[src/design/crcfr_pkg.sv]
// shared types and constants for the crc16 frame receiver
package crcfr_pkg;

  localparam logic [7:0]  SYNC_FIRST  = 8'hA5;
  localparam logic [7:0]  SYNC_SECOND = 8'h5A;
  localparam logic [7:0]  TRAILER     = 8'hFF;
  localparam logic [15:0] CRC_INIT    = 16'hFFFF;
  localparam logic [15:0] CRC_POLY    = 16'h8005;
  localparam logic [15:0] CRC_TOPBIT  = 16'h8000;

  typedef enum logic [2:0] {
    PH_HUNT    = 3'd0,
    PH_SYNC2   = 3'd1,
    PH_LEN     = 3'd2,
    PH_CMD     = 3'd3,
    PH_PAYLOAD = 3'd4,
    PH_CRC_HI  = 3'd5,
    PH_CRC_LO  = 3'd6,
    PH_TRAILER = 3'd7
  } phase_t;

  typedef enum logic [2:0] {
    ST_NONE      = 3'd0,
    ST_PAYLOAD   = 3'd1,
    ST_ACCEPT    = 3'd2,
    ST_CRC_ERR   = 3'd3,
    ST_TRAIL_ERR = 3'd4
  } status_t;

  typedef struct packed {
    status_t    status;
    logic [7:0] payload_byte;
    logic [7:0] payload_index;
    logic [7:0] command;
    logic [7:0] frame_length;
  } result_t;

endpackage

[src/design/crcfr_crc8.sv]
// byte-wide crc-16 update, msb first, polynomial 0x8005
module crcfr_crc8 (
  input  logic [15:0] crc_in,
  input  logic [7:0]  data_in,
  output logic [15:0] crc_out
);
  import crcfr_pkg::*;

  always_comb begin
    logic [15:0] c;
    c = crc_in ^ {data_in, 8'h00};
    for (int k = 0; k < 8; k++) begin
      if ((c & CRC_TOPBIT) != 16'h0000) begin
        c = {c[14:0], 1'b0} ^ CRC_POLY;
      end else begin
        c = {c[14:0], 1'b0};
      end
    end
    crc_out = c;
  end

endmodule

[src/design/crcfr_in_reg.sv]
// input register stage holding one received byte
module crcfr_in_reg (
  input  logic       clk,
  input  logic       rst_n,
  input  logic       in_valid,
  output logic       in_ready,
  input  logic [7:0] in_byte,
  output logic       held_valid,
  input  logic       held_take,
  output logic [7:0] held_byte
);
  import crcfr_pkg::*;

  logic       valid_r;
  logic       valid_nxt;
  logic [7:0] byte_r;

  assign in_ready   = !valid_r || held_take;
  assign held_valid = valid_r;
  assign held_byte  = byte_r;

  always_comb begin
    valid_nxt = valid_r;
    if (in_valid && in_ready) begin
      valid_nxt = 1'b1;
    end else if (held_take) begin
      valid_nxt = 1'b0;
    end
  end

  always_ff @(posedge clk) begin
    if (!rst_n) begin
      valid_r <= 1'b0;
    end else begin
      valid_r <= valid_nxt;
    end
  end

  always_ff @(posedge clk) begin
    if (in_valid && in_ready) begin
      byte_r <= in_byte;
    end
  end

endmodule

[src/design/crcfr_parser.sv]
// frame parser state machine with running crc and per-byte result
module crcfr_parser (
  input  logic                 clk,
  input  logic                 rst_n,
  input  logic                 step,
  input  logic [7:0]           rx_byte,
  output crcfr_pkg::result_t   result
);
  import crcfr_pkg::*;

  phase_t      phase_r;
  phase_t      phase_nxt;
  logic [7:0]  count_r;
  logic [7:0]  count_nxt;
  logic [7:0]  length_r;
  logic [7:0]  command_r;
  logic [15:0] crc_r;
  logic [7:0]  crc_hi_r;
  logic [15:0] crc_base;
  logic [15:0] crc_fed;
  logic        crc_load;
  logic        crc_match;

  // hunt always restarts from the init value
  assign crc_base  = (phase_r == PH_HUNT) ? CRC_INIT : crc_r;
  assign count_nxt = count_r + 8'd1;
  assign crc_match = ({crc_hi_r, rx_byte} == crc_r);

  crcfr_crc8 u_crc8 (
    .crc_in  (crc_base),
    .data_in (rx_byte),
    .crc_out (crc_fed)
  );

  // next state
  always_comb begin
    phase_nxt = phase_r;
    unique case (phase_r)
      PH_HUNT:    phase_nxt = (rx_byte == SYNC_FIRST) ? PH_SYNC2 : PH_HUNT;
      PH_SYNC2:   phase_nxt = (rx_byte == SYNC_SECOND) ? PH_LEN : PH_HUNT;
      PH_LEN:     phase_nxt = PH_CMD;
      PH_CMD:     phase_nxt = (length_r == 8'd0) ? PH_CRC_HI : PH_PAYLOAD;
      PH_PAYLOAD: phase_nxt = (count_nxt == length_r) ? PH_CRC_HI : PH_PAYLOAD;
      PH_CRC_HI:  phase_nxt = PH_CRC_LO;
      PH_CRC_LO:  phase_nxt = crc_match ? PH_TRAILER : PH_HUNT;
      PH_TRAILER: phase_nxt = PH_HUNT;
    endcase
  end

  // outputs
  always_comb begin
    result   = '0;
    crc_load = 1'b0;
    unique case (phase_r)
      PH_HUNT:  crc_load = (rx_byte == SYNC_FIRST);
      PH_SYNC2: crc_load = (rx_byte == SYNC_SECOND);
      PH_LEN:   crc_load = 1'b1;
      PH_CMD:   crc_load = 1'b1;
      PH_PAYLOAD: begin
        crc_load             = 1'b1;
        result.status        = ST_PAYLOAD;
        result.payload_byte  = rx_byte;
        result.payload_index = count_r;
      end
      PH_CRC_HI: ;
      PH_CRC_LO: begin
        if (!crc_match) begin
          result.status = ST_CRC_ERR;
        end
      end
      PH_TRAILER: begin
        result.status = (rx_byte == TRAILER) ? ST_ACCEPT : ST_TRAIL_ERR;
      end
    endcase
    if (result.status != ST_NONE) begin
      result.command      = command_r;
      result.frame_length = length_r;
    end
  end

  always_ff @(posedge clk) begin
    if (!rst_n) begin
      phase_r   <= PH_HUNT;
      count_r   <= 8'd0;
      length_r  <= 8'd0;
      command_r <= 8'd0;
      crc_r     <= CRC_INIT;
      crc_hi_r  <= 8'd0;
    end else if (step) begin
      phase_r <= phase_nxt;
      if (crc_load) begin
        crc_r <= crc_fed;
      end
      if (phase_r == PH_LEN) begin
        length_r <= rx_byte;
      end
      if (phase_r == PH_CMD) begin
        command_r <= rx_byte;
        count_r   <= 8'd0;
      end
      if (phase_r == PH_PAYLOAD) begin
        count_r <= count_nxt;
      end
      if (phase_r == PH_CRC_HI) begin
        crc_hi_r <= rx_byte;
      end
    end
  end

endmodule

[src/design/crc16_frame_receiver_unit.sv]
// top level of the crc16 frame receiver: input register, parser, result register
// each byte's result is formed by the parser from the input register and registered in
// the result register, where it waits until it transfers out on out_tready
// throughput: one byte per cycle; input stalls only while a result waits on out_tready
// every input byte gives exactly one result transfer
// reset (rst_n low, synchronous) empties both registers and returns the parser
// to sync hunt with the crc at 0xffff
module crc16_frame_receiver_unit (
  input  logic        clk,
  input  logic        rst_n,
  input  logic        in_tvalid,
  output logic        in_tready,
  input  logic [7:0]  in_tdata,   // [7:0] rx_byte
  output logic        out_tvalid,
  input  logic        out_tready,
  output logic [31:0] out_tdata,  // [7:0] payload_byte, [15:8] payload_index,
                                  // [23:16] command, [31:24] frame_length
  output logic [2:0]  out_tuser   // [2:0] status
);
  import crcfr_pkg::*;

  logic    held_valid;
  logic    held_take;
  logic    out_free;
  logic [7:0] held_byte;
  result_t result;
  result_t result_r;
  logic    out_valid_r;
  logic    out_valid_nxt;

  assign out_free  = !out_valid_r || out_tready;
  assign held_take = held_valid && out_free;

  crcfr_in_reg u_in_reg (
    .clk        (clk),
    .rst_n      (rst_n),
    .in_valid   (in_tvalid),
    .in_ready   (in_tready),
    .in_byte    (in_tdata),
    .held_valid (held_valid),
    .held_take  (held_take),
    .held_byte  (held_byte)
  );

  crcfr_parser u_parser (
    .clk     (clk),
    .rst_n   (rst_n),
    .step    (held_take),
    .rx_byte (held_byte),
    .result  (result)
  );

  always_comb begin
    out_valid_nxt = out_valid_r;
    if (held_take) begin
      out_valid_nxt = 1'b1;
    end else if (out_tready) begin
      out_valid_nxt = 1'b0;
    end
  end

  always_ff @(posedge clk) begin
    if (!rst_n) begin
      out_valid_r <= 1'b0;
    end else begin
      out_valid_r <= out_valid_nxt;
    end
  end

  always_ff @(posedge clk) begin
    if (held_take) begin
      result_r <= result;
    end
  end

  assign out_tvalid = out_valid_r;
  assign out_tuser  = result_r.status;
  assign out_tdata  = {result_r.frame_length, result_r.command,
                       result_r.payload_index, result_r.payload_byte};

  // no result is shown right after reset
  a_reset_empty: assert property (@(posedge clk) !rst_n |=> !out_tvalid)
    else $error("result valid right after reset");

  // status codes above bad trailer never appear
  a_status_range: assert property (@(posedge clk) disable iff (!rst_n)
    out_tvalid |-> (out_tuser <= 3'd4))
    else $error("status out of range");

  // byte and index fields are zero unless a payload byte is reported
  a_payload_zero: assert property (@(posedge clk) disable iff (!rst_n)
    (out_tvalid && out_tuser != ST_PAYLOAD) |-> (out_tdata[15:0] == 16'h0000))
    else $error("payload fields set without payload status");

  // frame fields are zero when nothing is reported
  a_none_zero: assert property (@(posedge clk) disable iff (!rst_n)
    (out_tvalid && out_tuser == ST_NONE) |-> (out_tdata == 32'h0))
    else $error("frame fields set with no status");

endmodule
[config.mk]
export PLATFORM = sky130hd
export DESIGN_NAME = crc16_frame_receiver_unit
export DESIGN_NICKNAME = d
export VERILOG_FILES = /design/src/design/crcfr_pkg.sv /design/src/design/crcfr_crc8.sv /design/src/design/crcfr_in_reg.sv /design/src/design/crcfr_parser.sv /design/src/design/crc16_frame_receiver_unit.sv
export SDC_FILE = /design/constraint.sdc
export NUM_CORES = 1
export LEC_CHECK = 0
export BUFFER_PORTS_ARGS = -buffer_cell sky130_fd_sc_hd__buf_2
export CAP_MARGIN = 40
export CORE_MARGIN = 2
export CORE_UTILIZATION = 50
export DETAILED_ROUTE_END_ITERATION = 6
export PLACE_DENSITY = 0.71
export SLEW_MARGIN = 15
export SYNTH_ARGS = -nofsm -noshare
export SYNTH_HDL_FRONTEND = slang
export SYNTH_SLANG_ARGS = --single-unit
export TNS_END_PERCENT = 20
[constraint.sdc]
create_clock -name clk -period 2.1 [get_ports clk]
set_input_delay 0.42 -clock clk [delete_from_list [all_inputs] [get_ports clk]]
set_output_delay 0.42 -clock clk [all_outputs]
set_load 0.01 [all_outputs]
==> impl_metrics.json, run 1 <==
{
  "status": "finished with violations",
  "violations": "setup timing",
  "cap_violations": 0,
  "drt-initial-drc-count": 217,
  "layout.nets": 500,
  "finalClockSkew_ns": 0.01140,
  "path_class": "reg2reg",
  "avgSynthCellArea_um2": 11.29,
  "yosysWarnings": 0,
  "tritoncts": "yes",
  "synth.top_cells.by_area": "edfxtp_1 27%, dfxtp_1 23%, xnor2_1 7.6%",
  "wl_per_cell_um": 16.02,
  "ys_ff_latch": 96,
  "syn-num-nets": 430,
  "cts_buffer_depth": 2,
  "cts_buffers": 9,
  "antennaDiodeCount": 0,
  "routed-wl-met2_um": 4570,
  "ios": 49,
  "max-vdd-ir-drop_mv": 0.3650,
  "cts_root_buf": "clkbuf_8",
  "regArea_um2": 2352,
  "async_flop_share_pct": 0,
  "crit_path_end_kind": "register",
  "synth_ff_type": "dfxtp_1",
  "post-route-util_pct": 60.79,
  "gp_congestion": 0.8154,
  "synth_top_area_share_pct": 27.42,
  "fp.dieH_um": 101.0,
  "grt_pass1_wl_um": 15620,
  "max_slew.worst_pin.slew_ns": 0.5928,
  "hold_viol_final": 0,
  "cp.required_ns": 2.37,
  "dieArea_um2": 10210,
  "initial_utilization_pct": 51.20,
  "synthCells": 417,
  "row_count": 35,
  "netlist_top_cells_count": "53 x dfxtp_1, 43 x edfxtp_1, 41 x nor2b_1, 41 x xnor2_1, 37 x and2_1",
  "grt_antenna_before_repair": 0,
  "vias": 3186,
  "min_period_ns": 2.127,
  "slew_headroom_pct": 60.22,
  "arrival_ns": 2.40,
  "dp_hpwl_um": 6785,
  "grt_pass1_vias": 3061,
  "synth_cell_type_count": 55,
  "p_total_mw": 3.335,
  "h-tree-depth": 3,
  "final_min_period_over_clock_period_pct": 101.3,
  "clock-sinks": 96,
  "ys_seq_area_share_pct": 49.96,
  "clk_pin_slew_ns": 0.09,
  "fin_ws_ns": -0.02727,
  "synth_top_cell_by_area": "edfxtp_1",
  "clk_latency_ns": 0.35,
  "area_growth_pct": 18.74,
  "firstDrtPassIters": 4,
  "path_max_fanout": 8,
  "cp-start-kind": "register",
  "drc_errors": 0,
  "fillers": 773,
  "grt_overflow": 0,
  "synth_edf_count": 43,
  "max_freq_mhz": 470.1,
  "powerDensity_nw_per_um2": 596.5,
  "grt_max_degree": 49,
  "dieWidth_um": 101.0,
  "setup_viol": 2,
  "syn_area_um2": 4708,
  "wirelength_um": 9662,
  "drive_gt1_share_pct": 30.69,
  "vias_per_cell": 5.284,
  "io_buffers": 48,
  "power.leakage_nw": 2.301,
  "finalMaxSlewViolations": 0,
  "core-area_um2": 9196,
  "grt_use_total_pct": 19.71,
  "synth_most_common_cell": "dfxtp_1",
  "top_layer_used": "met4",
  "met3_length_um": 537,
  "wl_met1_um": 4456,
  "ant_nets": 0,
  "rsz0062_at_grt": "true",
  "multi_input_area_um2": 2263,
  "preCtsSetupSlack_ns": -0.07063,
  "hold_path_class": "in2reg"
}
[area by class of cell]
type,count,area share (%)
sequential,96,42.08
multi-input combinational,287,40.49
timing repair buffer,90,11.84
tap,111,2.484
clock buffer,10,2.283
clock inverter,6,0.6267
inverter,3,0.2014
[flip-flops by register name, summed over array words and instances (netlist names)]
name / cells
u_in_reg.held_byte: 8
u_in_reg.held_valid: 1
u_parser.phase_r: 3
out_tvalid: 1
out_tuser: 3
out_tdata: 32
u_parser.command_r: 8
u_parser.count_r: 8
u_parser.crc_r: 16
u_parser.crc_hi_r: 8
u_parser.length_r: 8
[critical path, stage by stage (launching register included)]
cell and delay, ns:
edfxtp_1 0.55, or4_4 0.50, nor3_4 0.20, o31a_1 0.20, o21ai_4 0.13, buf_6 0.19
nor2b_1 0.13, o21ai_0 0.16
[power breakdown]
part,switching (mW),internal [mW]
Combinational,0.150,0.126
Sequential,0.0195,1.98
Clock,0.630,0.426
[per-stage QoR]
step	instances	hold WS, ns	instance area (µm²)	TNS [ns]
after global placement	579	0.4911	5214	-0.01873
after global routing	603	0.2215	5590	-1.064
after floorplan	417	0.4774	4711	0
after detailed placement	579	0.5072	5214	-0.3159
after CTS	596	0.2296	5396	0
final	603	0.2339	5590	-0.03610
[placed cells by master (no fill, tap or decap), drive strengths merged, types with 2 or more instances in the layout]
| master | instances |
|---|---|
| nor3 | 13 |
| and2 | 37 |
| nor4 | 4 |
| a22oi | 3 |
| xor2 | 12 |
| a21oi | 7 |
| or4 | 3 |
| o31ai | 2 |
| o211ai | 10 |
| buf | 89 |
| nand3 | 4 |
| nor2b | 41 |
| o21ai | 15 |
| a21o | 3 |
| nor4b | 2 |
| clkbuf | 11 |
| a21boi | 2 |
| xnor3 | 4 |
| clkinv | 4 |
| dfxtp | 53 |
| xnor2 | 42 |
| nor2 | 12 |
| nand2 | 24 |
| inv | 4 |
| mux2i | 24 |
| nand4 | 8 |
| edfxtp | 43 |
[metal layers]
layer	global-route usage, %	vias up
li1	-	1578
met1	28.42	1516
met2	30.01	86
met3	4.369	6
met4	5.301	0
met5	0	-
[logic make-up after synthesis]
kind of cell | after synthesis | synth area share [%]
muxes | 24 | 5.102
and+or+nand+nor | 154 | 19.56
buffers and inverters | 34 | 4.411
AOI/OAI and AO/OA | 49 | 8.052
xor gates and xnor gates | 59 | 12.65
adders and majority gates | 1 | 0.2657
DFF | 96 | 49.96
[final timing paths]
check | end | slack (ns) | cells after the start | from
max | u_parser.crc_r[13] | -0.03 | 7 | u_in_reg.held_byte[6]
min | u_in_reg.held_byte[6] | 0.23 | 1 | in_tdata[6]
max reg2reg | u_parser.crc_r[13] | -0.03 | 7 | u_in_reg.held_byte[6]
min reg2reg | u_parser.command_r[7] | 0.53 | 2 | u_parser.command_r[7]
[what timing repair did]
action,CTS,global route
gates cloned,0,2
pin swaps,2,15
gates resized for setup,2,29
endpoints found under the hold margin,0,0
hold buffers,0,0
endpoints found under the setup margin,7,32
setup buffers,1,5
Note: power is estimated with default switching activity, not from simulation.
==> run 2: changes to the inputs <==
- CELL_PAD_IN_SITES_DETAIL_PLACEMENT: unset -> 0
- CELL_PAD_IN_SITES_GLOBAL_PLACEMENT: unset -> 1
- CORE_UTILIZATION: 50 -> 42
- PLACE_DENSITY: 0.71 -> 0.74
==> run 2 against run 1 <==
The run still ends with setup timing left; routed wire length grew 5.1%; clock skew is 0.0049 ns higher; first-iteration DRC count is 32% lower; critical path depth shrank 1; clock power up 25%; register-to-register slack improved by 0.02 ns; worst setup slack better by 0.016 ns; via count increased by 0.82%; clock-buffer cell count is 1 higher; die area grew 18%; global-route usage down 2.3 points; worst hold slack lost 0.012 ns; critical path type unchanged.
==> impl_metrics.json, run 2 (synthesis gave the netlist of run 1 again) <==
{
  "status": "finished with violations",
  "violations": "setup timing",
  "rsz0062_at_grt": "true",
  "grt_overflow": 0,
  "layout.nets": 501,
  "final_min_period_over_clock_period_pct": 100.5,
  "ant_nets": 0,
  "slew_headroom_pct": 55.88,
  "cp.required_ns": 2.37,
  "crit_path_max_incr_delay_ns": 0.53,
  "row_count": 38,
  "drc_errors": 0,
  "crit_path_end_kind": "register",
  "hold_viol_final": 0,
  "largest_register_ffs": 32,
  "io_buffers": 48,
  "tritoncts": "yes",
  "hold_path_class": "in2reg",
  "placed_area_um2": 5253,
  "cp-start-kind": "register",
  "max_slew.worst_pin.slew_ns": 0.6573,
  "dieArea_um2": 12070,
  "cp_cell_sequence": "or4_4 > nor4_4 > o31a_1 > o21ai_4 > clkbuf_16 > a221oi_2",
  "cts_root_buf": "clkbuf_8",
  "wl_per_cell_um": 16.05,
  "gp_congestion": 0.8297,
  "finalMaxSlewViolations": 0,
  "wirelength_um": 10160,
  "clk_latency_ns": 0.37,
  "core-area_um2": 10890,
  "firstDrtPassIters": 4,
  "dp_hpwl_um": 7058,
  "fin_tns_setup_ns": -0.01128,
  "initial_utilization_pct": 43.24,
  "clk_pin_slew_ns": 0.10,
  "max-vdd-ir-drop_mv": 0.3229,
  "final_cell_mix": "52 x dfxtp_1, 48 x buf_2, 43 x edfxtp_1, 41 x nor2b_1, 39 x xnor2_1",
  "drt-initial-drc-count": 148,
  "powerDensity_nw_per_um2": 638.4,
  "cap_violations": 0,
  "h-tree-depth": 3,
  "area_growth_pct": 19.61,
  "power.leakage_nw": 2.311,
  "cts_buffers": 9,
  "path_class": "reg2reg",
  "path_max_fanout": 16,
  "fin_area_um2": 5632,
  "vias_per_cell": 5.074,
  "arrival_ns": 2.39,
  "fp.dieH_um": 109.9,
  "fin_ws_ns": -0.01128,
  "crit_buf_inv": 1,
  "mostFrequentLayoutCell": "dfxtp_1",
  "drive_gt1_share_pct": 30.22,
  "grt_use_total_pct": 17.46,
  "grt_max_degree": 33,
  "finalClockSkew_ns": 0.01628,
  "setup_viol": 1,
  "critPathTopFamily": "simple AND/OR/NAND/NOR gates",
  "ios": 49,
  "critPathSlowestCell": "or4_4",
  "antennaDiodeCount": 0,
  "dieWidth_um": 109.9,
  "max_freq_mhz": 473.6,
  "grt_antenna_before_repair": 0,
  "cts_buffer_depth": 2,
  "grt_pass1_vias": 3081,
  "min_period_ns": 2.111,
  "vias": 3212,
  "clock-sinks": 96,
  "grt_pass1_wl_um": 16010
}
run 2: cell count changes in the layout (fill, tap and decap cells not counted), moves of 5 or more:
cell / before / now
and2_1: 32 / 37
buf_4: 29 / 37
and2_4: 5 / 0
buf_6: 7 / 0
run 2: per-layer routing:
metal	track usage (%)	vias to the layer above	share of wire [%]
met4	6.329	0	1.4
met5	0	-	0
met1	23.50	1559	46
met3	2.608	13	3.6
li1	-	1574	-
met2	28.44	66	49
run 2: path summary, 6_finish.rpt:
path / from / end / slack (ns) / cells after the start
worst max-delay path: u_in_reg.held_byte[5] / u_parser.crc_r[15] / -0.01 / 6
worst max register to register: u_in_reg.held_byte[5] / u_parser.crc_r[15] / -0.01 / 6
worst min register to register: u_parser.command_r[2] / u_parser.command_r[2] / 0.52 / 2
worst min-delay path: in_tdata[4] / u_in_reg.held_byte[4] / 0.22 / 1
run 2: through the flow:
stage	hold WS, ns	instances	worst slack [ns]	utilization (%)	power, mW
2_1_floorplan	0.4774	417	0.07803	-	2.217
3_3_place_gp	0.5001	610	0.06211	48.24	2.306
3_5_place_dp	0.4987	610	0.04779	48.24	2.312
4_1_cts	0.2127	626	0.01357	50.25	3.620
5_1_grt	0.2101	633	-0.06970	51.72	3.716
6_report	0.2221	633	-0.01128	51.72	3.595
run 2: area by class of cell:
| class | count | area [µm²] |
|---|---|---|
| Fill cell | 985 | 5256 |
| Sequential cell | 96 | 2354 |
| Timing Repair Buffer | 91 | 648.1 |
| Inverter | 3 | 11.26 |
| Clock inverter | 5 | 67.56 |
| Multi-Input combinational cell | 287 | 2225 |
| Tap cell | 140 | 175.2 |
| Clock buffer | 11 | 151.4 |
run 2: repair_timing:
action,in CTS,in global routing
resized for setup,0,17
endpoints found under the setup margin,0,15
setup buffers,0,5
hold buffers,0,0
run 2: power breakdown:
part	leakage (nW)	internal, mW	switching (mW)	total (mW)
combinational	1.36	0.115	0.149	0.264
clock	0.113	0.638	0.693	1.33
sequential	0.839	1.98	0.0163	2.00
==> run 3: changes to the inputs <==
- CORE_UTILIZATION: 42 -> 44
- CTS_BUF_LIST: unset -> sky130_fd_sc_hd__clkbuf_4
- PLACE_DENSITY: 0.74 -> 0.77
- clock period: 2.1 -> 1.9 ns (I/O delays scaled with it)
==> run 3 against run 2 <==
The flow still finishes with violations (setup timing); clock skew shrank 0.0034 ns; combinational power increased by 26%; routed wire length shrank 1.5%; total power rose by 12%.
==> impl_metrics.json, run 3 (synthesis gave the netlist of run 1 again) <==
{
  "status": "finished with violations",
  "violations": "setup timing",
  "post-route-util_pct": 55.53,
  "wl_per_cell_um": 15.27,
  "finalMaxSlewViolations": 0,
  "clk_pin_slew_ns": 0.15,
  "ctsHoldBuffers": 0,
  "drt-initial-drc-count": 129,
  "gp_congestion": 0.8361,
  "hold_path_class": "in2reg",
  "final_cell_mix": "63 x buf_4, 53 x dfxtp_1, 48 x buf_2, 43 x edfxtp_1, 41 x nor2b_1",
  "cts_root_buf": "clkbuf_4",
  "initial_utilization_pct": 45.40,
  "hold_depth": 1,
  "path_class": "reg2reg",
  "worstRegToRegCells": 6,
  "grt_max_degree": 36,
  "finalClockSkew_ns": 0.01284,
  "grt_use_total_pct": 18.51,
  "clock-sinks": 96,
  "crit_path_end_kind": "register",
  "clk_latency_ns": 0.45,
  "dp_hpwl_um": 7294,
  "wirelength_um": 10000,
  "row_count": 37,
  "min_from": "in_tdata[6]",
  "powerDensity_nw_per_um2": 701.9,
  "max_freq_mhz": 500.3,
  "fp.dieH_um": 107.4,
  "area_growth_pct": 22.30,
  "fin_tns_setup_ns": -1.887,
  "fillers": 936,
  "critPathTopFamily": "simple AND/OR/NAND/NOR gates",
  "tritoncts": "yes",
  "grt_pass1_wl_um": 16260,
  "fin_area_um2": 5758,
  "max-vdd-ir-drop_mv": 0.3446,
  "slew_headroom_pct": 73.44,
  "h-tree-depth": 3,
  "preCtsSetupSlack_ns": -0.1255,
  "stdcell_count": 655,
  "r2r-start": "u_in_reg.held_byte[2]",
  "grt_overflow": 0,
  "r2r_slack_ns": -0.1,
  "fin_ws_ns": -0.09880,
  "crit_path_max_incr_delay_ns": 0.55,
  "cp_cell_sequence": "or4_4 > nor4_4 > o31a_1 > o21ai_4 > clkbuf_16 > a221oi_2",
  "placed_cells": 636,
  "largest_register_ffs": 32,
  "final_min_period_over_clock_period_pct": 105.2,
  "drive_gt1_share_pct": 32.56,
  "fin_hold_ws_ns": 0.08565,
  "dieWidth_um": 107.4,
  "critPathSlowestCell": "or4_4",
  "cap_violations": 0,
  "mostFrequentLayoutCell": "buf_4",
  "antennaDiodeCount": 0,
  "grt_pass1_vias": 3071,
  "max_slew.worst_pin.slew_ns": 0.3983,
  "drc_errors": 0,
  "dieArea_um2": 11540,
  "r2r-end": "u_parser.crc_r[15]",
  "io_buffers": 48,
  "cp-start-kind": "register",
  "placed_area_um2": 5460,
  "vias": 3242,
  "min_to": "u_in_reg.held_byte[6]",
  "layout.nets": 527,
  "crit_buf_inv": 1,
  "p_total_mw": 4.042,
  "hold_viol_final": 0,
  "min_period_ns": 1.999,
  "arrival_ns": 2.38,
  "path_max_fanout": 12,
  "setup_viol": 32,
  "cts_buffers": 9,
  "rsz0062_at_grt": "true",
  "vias_per_cell": 4.950,
  "grt_antenna_before_repair": 0,
  "ios": 49,
  "power.leakage_nw": 2.384,
  "cp.required_ns": 2.28,
  "ant_nets": 0,
  "firstDrtPassIters": 4,
  "core-area_um2": 10370,
  "cts_buffer_depth": 2
}
-- run 3: cell count changes in the layout (fill, tap and decap cells not counted), sizes merged --
cell    change
buf        +27
bufinv      +3
inv         -2
clkinv      +1
clkbuf      -3
-- run 3: cell type report --
cell class | count | area (µm²) | share of cell area, %
timing repair buffer | 117 | 820.8 | 14.25
clock inverter | 7 | 141.4 | 2.455
tap | 136 | 170.2 | 2.955
inverter | 3 | 11.26 | 0.1956
sequential | 96 | 2352 | 40.85
clock buffer | 9 | 67.56 | 1.173
multi-input combinational | 287 | 2195 | 38.11
-- run 3: how the worst max path moves through the flow --
stage | start | endpoint | slack [ns] | depth (start not counted)
after global placement | u_in_reg.held_byte[4] | u_parser.crc_r[15] | -0.06 | 7
after global routing | u_in_reg.held_byte[0] | u_parser.crc_r[15] | -0.19 | 6
after CTS | u_in_reg.held_byte[2] | u_parser.crc_r[8] | -0.08 | 7
after floorplan | u_in_reg.held_byte[0] | u_parser.crc_r[0] | -0.1 | 9
final | u_in_reg.held_byte[2] | u_parser.crc_r[15] | -0.1 | 6
after detailed placement | u_in_reg.held_byte[4] | u_parser.crc_r[15] | -0.13 | 7
-- run 3: metal layers --
metal	track usage, %	vias up	share of wire (%)
met4	6.044	0	1.6
met3	3.692	14	4.6
met1	26.67	1523	48
li1	-	1632	-
met2	27.94	73	45
met5	0	-	0
-- run 3: timing repair --
item,CTS,global route
pin swaps,2,2
gates cloned,0,1
hold endpoints to repair,0,0
gates resized for setup,2,9
endpoints found under the setup margin,29,44
buffers inserted,1,1
-- run 3: power by group --
| part | switching, mW | internal (mW) | leakage (nW) |
|---|---|---|---|
| sequential | 0.0138 | 2.19 | 0.838 |
| combinational | 0.175 | 0.157 | 1.44 |
| clock | 0.698 | 0.804 | 0.109 |
| total | 0.887 | 3.15 | 2.38 |
